## config.mk

```make
export PLATFORM = sky130hd
export DESIGN_NAME = multiplexed_led_cube_pwm
export DESIGN_NICKNAME = d
export VERILOG_FILES = /design/src/rtl/mlcp_pkg.sv /design/src/rtl/mlcp_engine.sv /design/src/rtl/multiplexed_led_cube_pwm.sv
export SDC_FILE = /design/constraint.sdc
export NUM_CORES = 1
export LEC_CHECK = 0
export ABC_AREA = 1
export BUFFER_PORTS_ARGS = -buffer_cell sky130_fd_sc_hd__buf_2
export CAP_MARGIN = 20
export CORE_AREA = 2 2 175 177
export CTS_CLUSTER_SIZE = 14
export DETAILED_ROUTE_END_ITERATION = 8
export DIE_AREA = 0 0 177 179
export GPL_TIMING_DRIVEN = 0
export HOLD_SLACK_MARGIN = 0.15
export MAX_ROUTING_LAYER = met4
export PLACE_DENSITY = 0.71
export SLEW_MARGIN = 30
export SYNTH_ARGS = -nofsm -noshare
export SYNTH_HDL_FRONTEND = slang
export SYNTH_SLANG_ARGS = --single-unit
```

## constraint.sdc

```tcl
create_clock -name clk -period 2.35 [get_ports clk]
set_clock_uncertainty 0.15 [all_clocks]
set_input_delay 0.3525 -clock clk [delete_from_list [all_inputs] [get_ports clk]]
set_output_delay 0.3525 -clock clk [all_outputs]
set_load 0.05 [all_outputs]
```

## src/rtl/mlcp_pkg.sv

```systemverilog
// shared types, constants and helpers for the multiplexed led cube pwm driver
package mlcp_pkg;

	// cube geometry
	localparam int LAYER_COUNT  = 3;
	localparam int COLUMN_COUNT = 9;

	// active layer register width, wide enough to hold the reset layer of 2
	localparam int ACT_W = ($clog2(LAYER_COUNT) > 2) ? $clog2(LAYER_COUNT) : 2;

	// reset layer and counter start
	localparam logic [ACT_W-1:0] LAYER_RESET = ACT_W'(2);
	localparam logic [7:0]       COUNT_RESET = 8'd255;

	// request codes
	typedef enum logic {
		REQ_TICK  = 1'b0,
		REQ_WRITE = 1'b1
	} mlcp_req_t;

	// input beat
	typedef struct packed {
		mlcp_req_t  req_type;
		logic [1:0] layer_sel;
		logic [3:0] column_sel;
		logic [7:0] brightness_value;
	} mlcp_in_t;

	// result beat
	typedef struct packed {
		logic [8:0] column_pins;
		logic [2:0] layer_pins;
	} mlcp_out_t;

	// brightness held by each layer after reset
	function automatic logic [7:0] reset_level(input int layer);
		logic [7:0] lvl;
		case (layer)
			0:       lvl = 8'd0;
			1:       lvl = 8'd125;
			default: lvl = 8'd200;
		endcase
		return lvl;
	endfunction

endpackage

```

## src/rtl/mlcp_engine.sv

```systemverilog
// pwm state, brightness store and the per-tick update
module mlcp_engine (
	input  logic              clk,
	input  logic              arst_n,
	input  logic              step,
	input  mlcp_pkg::mlcp_in_t  item,
	output mlcp_pkg::mlcp_out_t result
);
	import mlcp_pkg::*;

	logic [7:0]              store_q  [LAYER_COUNT][COLUMN_COUNT];
	logic [7:0]              shadow_q [COLUMN_COUNT];
	logic [7:0]              count_q;
	logic [ACT_W-1:0]        layer_q;
	logic [COLUMN_COUNT-1:0] mask_q;
	logic [LAYER_COUNT-1:0]  cathode_q;

	logic                    tick;
	logic                    wr;
	logic [7:0]              count_d;
	logic                    wrap;
	logic [ACT_W:0]          layer_sum;
	logic [ACT_W-1:0]        layer_step;
	logic [7:0]              row      [COLUMN_COUNT];
	logic [7:0]              shadow_d [COLUMN_COUNT];
	logic [COLUMN_COUNT-1:0] mask_d;
	logic [LAYER_COUNT-1:0]  cath_wrap;
	logic [LAYER_COUNT-1:0]  cathode_d;
	logic [63:0]             mask_wide;
	logic [7:0]              cath_wide;

	assign tick = step && (item.req_type == REQ_TICK);
	assign wr   = step && (item.req_type == REQ_WRITE);

	// counter advance and layer step, a stale layer goes to layer 0
	always_comb begin
		count_d   = count_q + 8'd1;
		wrap      = (count_d == 8'd0);
		layer_sum = {1'b0, layer_q} + (ACT_W+1)'(1);
		if (layer_sum >= (ACT_W+1)'(LAYER_COUNT)) begin
			layer_step = '0;
		end else begin
			layer_step = layer_sum[ACT_W-1:0];
		end
	end

	// row of the new layer and cathode levels at a wrap
	always_comb begin
		for (int c = 0; c < COLUMN_COUNT; c++) begin
			row[c] = '0;
		end
		cath_wrap = cathode_q;
		for (int k = 0; k < LAYER_COUNT; k++) begin
			if (layer_step == ACT_W'(k)) begin
				for (int c = 0; c < COLUMN_COUNT; c++) begin
					row[c] = store_q[k][c];
				end
			end
			if (layer_q == ACT_W'(k)) begin
				cath_wrap[k] = 1'b1;
			end
		end
		for (int k = 0; k < LAYER_COUNT; k++) begin
			if (layer_step == ACT_W'(k)) begin
				cath_wrap[k] = 1'b0;
			end
		end
		cathode_d = wrap ? cath_wrap : cathode_q;
	end

	// column compare against the new count
	always_comb begin
		mask_d = wrap ? '1 : mask_q;
		for (int c = 0; c < COLUMN_COUNT; c++) begin
			shadow_d[c] = wrap ? row[c] : shadow_q[c];
			if (shadow_d[c] == count_d) begin
				mask_d[c] = 1'b0;
			end
		end
	end

	// result: mask from before the tick, cathodes after it
	always_comb begin
		mask_wide          = 64'(mask_q);
		cath_wide          = 8'(cathode_d);
		result.column_pins = mask_wide[8:0];
		result.layer_pins  = cath_wide[2:0];
	end

	// pwm state
	always_ff @(posedge clk or negedge arst_n) begin
		if (!arst_n) begin
			count_q   <= COUNT_RESET;
			layer_q   <= LAYER_RESET;
			mask_q    <= '1;
			cathode_q <= '1;
			for (int c = 0; c < COLUMN_COUNT; c++) begin
				shadow_q[c] <= '0;
			end
		end else if (tick) begin
			count_q   <= count_d;
			mask_q    <= mask_d;
			cathode_q <= cathode_d;
			if (wrap) begin
				layer_q <= layer_step;
			end
			for (int c = 0; c < COLUMN_COUNT; c++) begin
				shadow_q[c] <= shadow_d[c];
			end
		end
	end

	// brightness store, out of range writes match no entry
	always_ff @(posedge clk or negedge arst_n) begin
		if (!arst_n) begin
			for (int k = 0; k < LAYER_COUNT; k++) begin
				for (int c = 0; c < COLUMN_COUNT; c++) begin
					store_q[k][c] <= reset_level(k);
				end
			end
		end else if (wr) begin
			for (int k = 0; k < LAYER_COUNT; k++) begin
				for (int c = 0; c < COLUMN_COUNT; c++) begin
					if ((32'(item.layer_sel) == k) && (32'(item.column_sel) == c)) begin
						store_q[k][c] <= item.brightness_value;
					end
				end
			end
		end
	end

endmodule

```

## src/rtl/multiplexed_led_cube_pwm.sv

```systemverilog
// a tick beat passes through the input register and then the output register, and may stall between them
// throughput: one beat per cycle while no tick stalls, writes and ticks alike; writes give no result
// writes keep draining from the input register while a result waits in the output register
// a tick stalls in the input register only while the output register is full and not taken
// reset: async active low; counter 255, layer 2, all columns high, all layers off
// reset: brightness layer 0 = 0, layer 1 = 125, others = 200, shadow values zero
module multiplexed_led_cube_pwm (
	input  logic                clk,
	input  logic                arst_n,
	input  logic                in_valid,
	output logic                in_ready,
	input  mlcp_pkg::mlcp_in_t  in_data,
	output logic                out_valid,
	input  logic                out_ready,
	output mlcp_pkg::mlcp_out_t out_data
);
	import mlcp_pkg::*;

	logic      valid_s1;
	mlcp_in_t  item_s1;
	logic      advance;
	logic      accept;
	mlcp_out_t result;

	// a write always leaves, a tick leaves when the output register frees
	assign advance  = valid_s1 && ((item_s1.req_type == REQ_WRITE) || !out_valid || out_ready);
	assign in_ready = !valid_s1 || advance;
	assign accept   = in_valid && in_ready;

	// input register
	always_ff @(posedge clk or negedge arst_n) begin
		if (!arst_n) begin
			valid_s1 <= 1'b0;
		end else if (accept) begin
			valid_s1 <= 1'b1;
		end else if (advance) begin
			valid_s1 <= 1'b0;
		end
	end

	always_ff @(posedge clk) begin
		if (accept) begin
			item_s1 <= in_data;
		end
	end

	mlcp_engine u_engine (
		.clk    (clk),
		.arst_n (arst_n),
		.step   (advance),
		.item   (item_s1),
		.result (result)
	);

	// output register
	always_ff @(posedge clk or negedge arst_n) begin
		if (!arst_n) begin
			out_valid <= 1'b0;
		end else if (advance && (item_s1.req_type == REQ_TICK)) begin
			out_valid <= 1'b1;
		end else if (out_ready) begin
			out_valid <= 1'b0;
		end
	end

	always_ff @(posedge clk) begin
		if (advance && (item_s1.req_type == REQ_TICK)) begin
			out_data <= result;
		end
	end

endmodule

```

Word level (Yosys, flattened, before mapping). Index checks and enable logic that the tools add are counted.

Register bits: 339. Bits of input ports: 19. Word-level logic and storage cells: 206.

$add $sub $neg: 2. Order comparisons: 1. Equal/unequal tests: 23. Muxes and demuxes: 34. Bitwise gates (word level): 1. Reductions and logical operators: 89.

Operators with widths (count): 72-bit 2-to-1 mux (3); 2-bit AND reduction (37); 8-bit equality test (9); 8-bit 2-to-1 mux (9); 1-bit logical AND (31); 2-bit nonzero test (11); 1-bit 2-to-1 mux (19); 4-bit by 3-bit equality test with 1-bit output (second input constant) (4); 9-bit 2-to-1 mux (1); 8-bit by 1-bit adder with 8-bit output (second input constant) (1); 4-bit by 2-bit equality test with 1-bit output (second input constant) (2); 8-bit logical NOT (1); 2-bit by 1-bit equality test with 1-bit output (second input constant) (3); 2-bit equality test (second input constant) (3); 2-bit logical NOT (3); 4-bit by 1-bit equality test with 1-bit output (second input constant) (1); 4-bit equality test (second input constant) (1); 4-bit logical NOT (1); 2-bit by 1-bit adder with 3-bit output (second input constant) (1); 3-bit by 2-bit greater-or-equal comparator with 1-bit output (second input constant) (1); 1-bit logical OR (3); 3-bit 2-to-1 mux (1); 1-bit logical NOT (2); 2-bit 2-to-1 mux (1); 1-bit inverter (1).

Depth between registers and ports, before layout. Gate-level depths: netlist of run 1.

Word-level depth: 11. Gate-level depth with buffers: 16. Depth with buffers taken out: 15.

By module. From an unflattened synthesis of run 1, not the netlist that was laid out.

Cells, all modules: 2039. Area, all modules: 16219.3 um^2.

Modules (own cells, without submodules): mlcp_engine (instances 1, cells an instance 1995, area an instance 15297.2 um^2); multiplexed_led_cube_pwm (instances 1, cells an instance 44, area an instance 922.1 um^2).

Worst setup path before layout of run 1. OpenSTA, ideal clock, no wires.

Kind: register -> register. Start: register out_valid. End: register out_data[0] in the netlist's numbering (enable). Setup time: 0.379 ns. Arrival time: 1.876 ns. Slack: -0.055 ns. Cell stages (with the launch flop): 8. Path buffers: 2. Clock period less this slack: 2.405 ns. Cells stage by stage: dfrtp_1 -> inv_1 -> nor2_1 -> inv_1 -> nand3_1 -> clkinv_1 -> clkbuf_1 -> clkbuf_1.

Word-level cells in the longest chain between the ends: 5.

Ends and longest elaborated chain: from (decl) (RTL line multiplexed_led_cube_pwm.sv:13) `output logic out_valid,`; from (signal assigned) (RTL line multiplexed_led_cube_pwm.sv:58) `out_valid <= 1'b0;`; from (signal assigned) (RTL line multiplexed_led_cube_pwm.sv:60) `out_valid <= 1'b1;`; from (signal assigned) (RTL line multiplexed_led_cube_pwm.sv:62) `out_valid <= 1'b0;`; 1-bit logical NOT (RTL line multiplexed_led_cube_pwm.sv:26) `assign advance = valid_s1 && ((item_s1.req_type == REQ_WRITE) || !out_valid || out_ready);`; 1-bit logical OR (2 in a row) (RTL line multiplexed_led_cube_pwm.sv:26); 1-bit logical AND (RTL line multiplexed_led_cube_pwm.sv:26); 1-bit logical AND; via u_engine.tick (RTL line mlcp_engine.sv:18) `logic tick;`; to (signal assigned) (RTL line multiplexed_led_cube_pwm.sv:68) `out_data <= result;`; to (decl) (RTL line multiplexed_led_cube_pwm.sv:15) `output mlcp_pkg::mlcp_out_t out_data`.

The timed path passes the listed nets, and every way through them passes these cells. A chain may end at the register's enable or synchronous reset.

Worst setup path after layout of run 1.
Start: register u_engine.layer_q[1]. End: register u_engine.mask_q[1].

Word-level cells in the longest chain between the ends: 11.

Ends and longest elaborated chain: from (decl) (RTL line mlcp_engine.sv:14) `logic [ACT_W-1:0] layer_q;`; from (signal assigned) (RTL line mlcp_engine.sv:105) `layer_q <= layer_step;`; 2-bit by 1-bit adder with 3-bit output * (RTL line mlcp_engine.sv:39) `layer_sum = {1'b0, layer_q} + (ACT_W+1)'(1);`; 3-bit by 2-bit greater-or-equal comparator with 1-bit output (RTL line mlcp_engine.sv:40) `if (layer_sum >= (ACT_W+1)'(LAYER_COUNT)) begin`; 2-bit 2-to-1 mux * (RTL line mlcp_engine.sv:40); 2-bit logical NOT (RTL line mlcp_engine.sv:54) `if (layer_step == ACT_W'(k)) begin`; 72-bit 2-to-1 mux (2 in a row) (RTL line mlcp_engine.sv:54); 72-bit 2-to-1 mux * (RTL line mlcp_engine.sv:54); 8-bit 2-to-1 mux * (RTL line mlcp_engine.sv:75) `shadow_d[c] = wrap ? row[c] : shadow_q[c];`; 8-bit equality test * (RTL line mlcp_engine.sv:76) `if (shadow_d[c] == count_d) begin`; 2-bit nonzero test (no source line); 2-bit AND reduction (no source line); to (signal assigned) (RTL line mlcp_engine.sv:102) `mask_q <= mask_d;`; to (decl) (RTL line mlcp_engine.sv:15) `logic [COLUMN_COUNT-1:0] mask_q;`.

Mark *: on every way between the ends. The rest lies on a longest branch, timed or not.

==> flow_metrics.tcl, run 1 <==
set metrics [dict create \
    syn_inst 1995 \
    port_buffers 32 \
    reg2reg_depth 13 \
    synthTopCellsByCount "nand2_1, o21ai_0, dfrtp_1" \
    critPathKind "reg2reg" \
    pwr-share-seq_pct 41.0 \
    clock.fmax_mhz 371 \
    drt_wl_total_mm 59.0 \
    ir_drop_mv 0.627 \
    gr-total-overflow 0 \
    p_int_mw 11.3 \
    async_reset_ff_share_pct 92.0 \
    wl_met2_mm 26.4 \
    synth_nets 2016 \
    syn-cell-area_um2 16100 \
    final_max_slew_viol_count 0 \
    p_sw_mw 5.27 \
    period_needed_ps 2690 \
    cts_max_path_buffers 3 \
    path_cells "inv_1, clkbuf_4, clkbuf_8, nor2_1, nor2_1, o21ai_0, nand4_1, nand3_1, nand2_2, nor2_1, nand3_1, nor2_1, nor2_1" \
    synthToLayoutAreaGrowth_pct 24.4 \
    cap_violations 0 \
    grt_max_degree 90 \
    antenna_found_initial 4 \
    cp_top_family "simple AND/OR/NAND/NOR gates" \
    clockRootBuffer "clkbuf_16" \
    synthFlopType "dfrtp_1" \
    cts.sinks 339 \
    track_usage_pct 38.9 \
    power.density_nw_per_um2 827 \
    clk_latency_ps 540 \
    die_y_um 179 \
    fp-row-count 64 \
    yosys.cell_types.count 31 \
    ys_seq_area_share_pct 54.3 \
    synth-edff-count 27 \
    fillers 2507 \
    fin_crit_sh_pct 115 \
    die_area_um2 31700 \
    clk_pin_slew_ps 60 \
    startpoint_type "flop" \
    total_leakage_power_nw 9.10 \
    grt_pass1_wl_mm 88.2 \
    synth_top_area_cell "dfrtp_1" \
    core_um2 30000 \
    hpwl_mm 39.8 \
    first_pass_iters 6 \
    seq_area_um2 8750 \
    final_hold_viol_count 0 \
    cp_num_buf_inv 3 \
    start_util_pct 53.7 \
    cts_tree "built" \
    grt_pass1_vias 14600 \
    wirelength_met1_mm 23.0 \
    violations "negative setup slack" \
    finalSetupViolCount 74 \
    required_ps 2670 \
    yosys.area_share.simple_pct 25.7 \
    synthMuxAreaShare_pct 0 \
    p_comb_share_pct 22.2 \
    synth_top_area_share_pct 32.6 \
    detail-route-antenna-nets 0 \
    nNetsFinal 2152 \
    hold_class "in2async" \
    critPathMaxStageDelay_ps 600 \
    fin_util_pct 66.8 \
    syn_avg_cell_area_um2 8.08 \
    globalplace.congestion 0.983 \
    die_x_um 177 \
    worstMarginPinSlew_ps 917 \
    max-slew-margin-rel_pct 38.9 \
    drc 0 \
    drt-initial-drc-count 1825 \
    crit_fanout 10 \
    dr_wl_met3_mm 5.54 \
    r2r_end "u_engine.mask_q[1]" \
    avgRoutedWirePerCell_um 23.1 \
    synth_compound_area_share_pct 13.2 \
    rrSetupSlack_ps -340 \
    worst_ep_arrival_time_ps 3010 \
    htree_levels 2 \
    outcome "complete, but fails checks" \
    synth_top_family_by_area "simple AND/OR/NAND/NOR gates" \
    top_layer_used "met4" \
    routed_via_density 5.99 \
    cp_slowest_cell "dfstp_2" \
    ys_seq_elements 339 \
    yosys.area_share.xor_xnor_pct 0.0544 \
    cp_common_cell "nor2_1" \
    dp_cells 2427 \
    synth.most_common_cell "nand2_1" \
    synth_fa_ha_area_share_pct 0.155 \
    worst_slack_ps -343 \
    power_frac_clock_pct 36.8 \
    fin_cells 2560 \
    cts_buffers 38 \
    io_pins 33 \
    r2r_start "u_engine.layer_q[1]" \
    multi_input_area_um2 7030 \
    rsz0062_at_grt "true" \
    synthTopCellsByArea "dfrtp_1, dfstp_2, nand2_1" \
    drive_above_1_share_pct 24.8 \
    switching_share_pct 31.8 \
    synth_warnings 0 \
    end_kind "flop" \
    num_vias 15300 \
]
## flip-flops by register name (all words and copies together), names as in the netlist
| signal | flops |
|---|---|
| u_engine.shadow_q | 72 |
| u_engine.mask_q | 9 |
| u_engine.store_q | 216 |
| out_valid | 1 |
| u_engine.cathode_q | 3 |
| valid_s1 | 1 |
| out_data | 12 |
| u_engine.count_q | 8 |
| u_engine.layer_q | 2 |
| item_s1 | 15 |
## per-layer routing
metal,GRT usage [%],vias to the layer above
met3,9.61,260
met2,58.8,820
met1,47.7,7409
met5,-,-
li1,-,6835
met4,22.2,0
## worst reg2reg max path: stages (launching register included)
cell	delay (ps)
dfstp_2	600
inv_1	130
clkbuf_4	220
clkbuf_8	210
nor2_1	110
nor2_1	60
o21ai_0	140
nand4_1	310
nand3_1	170
nand2_2	120
nor2_1	110
nand3_1	120
nor2_1	130
nor2_1	50
## repair_timing
item / CTS / global route
setup buffers: 21 / 13
resized for setup: 214 / 188
hold endpoints to repair: 84 / 0
gates cloned: 5 / 5
hold buffers: 19 / 0
pin swaps: 31 / 37
endpoints found under the setup margin: 248 / 230
## layout by cell type, fill, tap and decap left out, types with 16 or more instances in the layout
master	n
nor2_2	28
nand2_1	544
o22ai_1	37
clkbuf_1	46
dlygate4sd3_1	19
buf_4	35
nand2_2	46
o211ai_1	23
nor2_1	133
nand3_2	31
inv_1	136
nand3_1	82
buf_2	34
clkbuf_2	20
edfxtp_1	27
or2_2	44
clkbuf_16	44
o21ai_0	286
nand4_1	50
o21ai_1	16
dfstp_2	102
clkbuf_8	16
dfrtp_1	209
## worst max path at each step
stage                                   start                     to  slack, ps  cells after the start
after floorplan           u_engine.count_q[0]  u_engine.shadow_q[12]         30                     11
after global placement                 arst_n  u_engine.store_q[197]      -5130                      1
after detailed placement  u_engine.layer_q[1]     u_engine.mask_q[3]      -1120                     11
after CTS                 u_engine.count_q[1]     u_engine.mask_q[5]       -230                     17
after global routing      u_engine.layer_q[1]     u_engine.mask_q[3]       -420                     11
final                     u_engine.layer_q[1]     u_engine.mask_q[1]       -340                     13
## power groups by stage
| stage | Sequential, mW | Combinational (mW) | Clock, mW |
|---|---|---|---|
| 6_report | 6.80 | 3.68 | 6.10 |
| 4_1_cts | 6.78 | 3.46 | 6.10 |
| 2_1_floorplan | 6.83 | 1.80 | 0 |
| 5_1_grt | 6.85 | 3.93 | 6.37 |
| 3_3_place_gp | 6.84 | 2.89 | 0 |
| 3_5_place_dp | 6.86 | 2.97 | 0 |
## metrics by stage
step / setup slack, ps / setup TNS (ps) / total power [mW] / hold WS (ps) / instance area, um2
after floorplan: 34.8 / 0 / 8.62 / -93.1 / 16100
after global placement: -5130 / -1446200 / 9.73 / 304 / 16800
after CTS: -229 / -4460 / 16.3 / 252 / 19300
final: -343 / -10280 / 16.6 / 248 / 20000
after global routing: -416 / -16520 / 17.1 / 274 / 20000
after detailed placement: -1120 / -66100 / 9.83 / 210 / 16900
## cell type report
| class | instances | area share, % |
|---|---|---|
| sequential | 339 | 43.6 |
| clock inverter | 13 | 0.705 |
| timing repair buffer | 97 | 4.87 |
| clock buffer | 57 | 5.71 |
| antenna | 3 | 0.0374 |
| inverter | 148 | 2.81 |
| multi-input combinational | 1390 | 35.1 |
| buffer | 117 | 4.71 |
| tap | 396 | 2.47 |
## kinds of logic after synthesis
kind of cell / count (synthesis)
adders and majority gates: 2
DFF: 339
AOI/OAI and AO/OA: 393
buffers and inverters: 267
and+or+nand+nor: 993
xor gates and xnor gates: 1
No activity file was read; power rests on OpenSTA's default activity.
==> run 2: changes to the inputs <==
--- a/config.mk
+++ b/config.mk
@@ -8,14 +8,16 @@
 export ABC_AREA = 1
 export BUFFER_PORTS_ARGS = -buffer_cell sky130_fd_sc_hd__buf_2
 export CAP_MARGIN = 20
-export CORE_AREA = 2 2 175 177
+export CELL_PAD_IN_SITES_DETAIL_PLACEMENT = 0
+export CELL_PAD_IN_SITES_GLOBAL_PLACEMENT = 1
+export CORE_AREA = 2 2 197 199
 export CTS_CLUSTER_SIZE = 14
 export DETAILED_ROUTE_END_ITERATION = 8
-export DIE_AREA = 0 0 177 179
+export DIE_AREA = 0 0 199 201
 export GPL_TIMING_DRIVEN = 0
 export HOLD_SLACK_MARGIN = 0.15
 export MAX_ROUTING_LAYER = met4
-export PLACE_DENSITY = 0.71
+export PLACE_DENSITY = 0.73
 export SLEW_MARGIN = 30
 export SYNTH_ARGS = -nofsm -noshare
 export SYNTH_HDL_FRONTEND = slang
==> run 2 against run 1 <==
  * The flow still finishes with violations (negative setup slack)
  * Sequential share of layout area down 2.0 points
  * Setup slack worse by 11 ps
  * Critical path depth up 2
  * Flip-flop and latch count unchanged
  * Hold slack better by 13 ps
  * First-iteration DRC count down 31%
  * Via count down 2.4%
  * Sequential power about the same
  * Count of clock-buffer cells in the layout up 5
  * Critical path type unchanged
  * Largest cell class unchanged
  * Largest power group unchanged
==> flow_metrics.tcl, run 2 (synthesis results as in run 1) <==
set metrics [dict create \
    ir_drop_mv 0.546 \
    num_vias 15000 \
    nNetsFinal 2173 \
    avgRoutedWirePerCell_um 23.1 \
    r2r_end "u_engine.mask_q[1]" \
    total_leakage_power_nw 9.61 \
    drc 0 \
    cts.sinks 339 \
    worst_ep_arrival_time_ps 3060 \
    worst_slack_ps -354 \
    clk_pin_slew_ps 60 \
    drt-initial-drc-count 1252 \
    hpwl_mm 42.6 \
    hold_class "in2async" \
    finalSetupViolCount 77 \
    clock.fmax_mhz 370 \
    start_util_pct 42.3 \
    clockRootBuffer "clkbuf_16" \
    globalplace.congestion 0.940 \
    final_max_slew_viol_count 0 \
    final_common_cell "nand2_1" \
    reg2reg_depth 15 \
    fin_crit_sh_pct 115 \
    power.density_nw_per_um2 802 \
    rsz0062_at_grt "true" \
    drive_above_1_share_pct 28.4 \
    crit_fanout 5 \
    period_needed_ps 2700 \
    routed_via_density 5.53 \
    final_hold_viol_count 0 \
    max-slew-margin-rel_pct 39.8 \
    crit_start "u_engine.count_q[0]" \
    drt_wl_total_mm 62.4 \
    detail-route-antenna-nets 0 \
    port_buffers 32 \
    die_area_um2 40000 \
    gr-total-overflow 0 \
    dp_slack_ps -1170 \
    die_x_um 199 \
    worstMarginPinSlew_ps 904 \
    cts_buffers 39 \
    crit_end "u_engine.mask_q[1]" \
    required_ps 2700 \
    cap_violations 0 \
    clk_latency_ps 590 \
    cts_max_path_buffers 3 \
    outcome "complete, but fails checks" \
    grt_pass1_wl_mm 93.7 \
    p_total_mw 16.8 \
    most-common-layout-cells "nand2_1, o21ai_0, dfrtp_1, inv_1, nor2_1" \
    critPathKind "reg2reg" \
    core_um2 38100 \
    stdcell_area_um2 21000 \
    synthToLayoutAreaGrowth_pct 30.3 \
    io_pins 33 \
    end_kind "flop" \
    grt_max_degree 78 \
    cts_tree "built" \
    die_y_um 201 \
    placed_cell_area_um2 17100 \
    violations "negative setup slack" \
    htree_levels 2 \
    track_usage_pct 33.0 \
    hold_ws_ps 262 \
    max_flop_register "u_engine.store_q" \
    rrSetupSlack_ps -350 \
    antenna_found_initial 2 \
    r2r_start "u_engine.count_q[0]" \
    startpoint_type "flop" \
    fp-row-count 72 \
    largest_reg_flops 216 \
    grt_pass1_vias 14300 \
    top_regs "u_engine.store_q (216), u_engine.shadow_q (72), item_s1 (15)" \
    first_pass_iters 5 \
]
[run 2: layer usage]
| metal | vias to the layer above | global-route usage [%] | share of wire, % |
|---|---|---|---|
| met3 | 169 | 5.51 | 7.2 |
| met4 | 0 | 13.4 | 5.1 |
| li1 | 6884 | - | - |
| met5 | - | - | 0 |
| met2 | 580 | 49.9 | 45 |
| met1 | 7321 | 44.0 | 42 |
[run 2: worst max-delay path: stages (launching register included)]
cell,delay (ps)
dfstp_2,580
ha_4,180
nand3_4,90
o21bai_4,140
nand2_4,80
nor2_4,190
buf_12,160
buf_6,100
buf_6,110
nand4_1,200
nand3_1,150
nand2_1,70
nor2_1,90
nand3_1,130
nor2_1,140
nor2_1,50
[run 2: layout make-up]
| type | instances | area (um2) |
|---|---|---|
| Sequential cell | 339 | 8750 |
| Tap cell | 518 | 648 |
| Timing Repair Buffer | 122 | 1350 |
| Fill cell | 3522 | 17100 |
| Inverter | 148 | 572 |
| Clock inverter | 10 | 135 |
| Clock buffer | 62 | 1110 |
| Buffer | 112 | 990 |
| Antenna cell | 1 | 2.50 |
| Multi-Input combinational cell | 1390 | 7440 |
[run 2: power breakdown]
group / leakage [nW] / switching [mW] / internal, mW
sequential: 3.98 / 0.305 / 6.51
combinational: 5.03 / 2.56 / 1.34
clock: 0.604 / 2.61 / 3.50
[run 2: worst min-delay path by stage]
stage,startpoint,endpoint,slack (ps),cells after the start
after CTS,arst_n,u_engine.store_q[128],250,2
after floorplan,arst_n,out_valid,-90,0
after global placement,u_engine.cathode_q[1],u_engine.cathode_q[1],300,2
after detailed placement,arst_n,u_engine.shadow_q[34],100,1
final,arst_n,u_engine.count_q[2],260,2
after global routing,arst_n,u_engine.store_q[128],280,2
[run 2: per-stage QoR]
step	std cells	utilization (%)	setup TNS [ps]
4_1_cts	2696	53.4	-9280
3_5_place_dp	2550	44.8	-74190
2_1_floorplan	1995	-	0
5_1_grt	2702	55.1	-18790
3_3_place_gp	2545	44.4	-1539190
6_report	2702	55.1	-13840
[run 2: timing repair]
action	in CTS	in global routing
cloned	14	4
buffers inserted	42	11
pin swaps	46	32
endpoints found under the setup margin	249	232
gates resized for setup	408	164
hold buffers	20	0
hold endpoints to repair	111	0
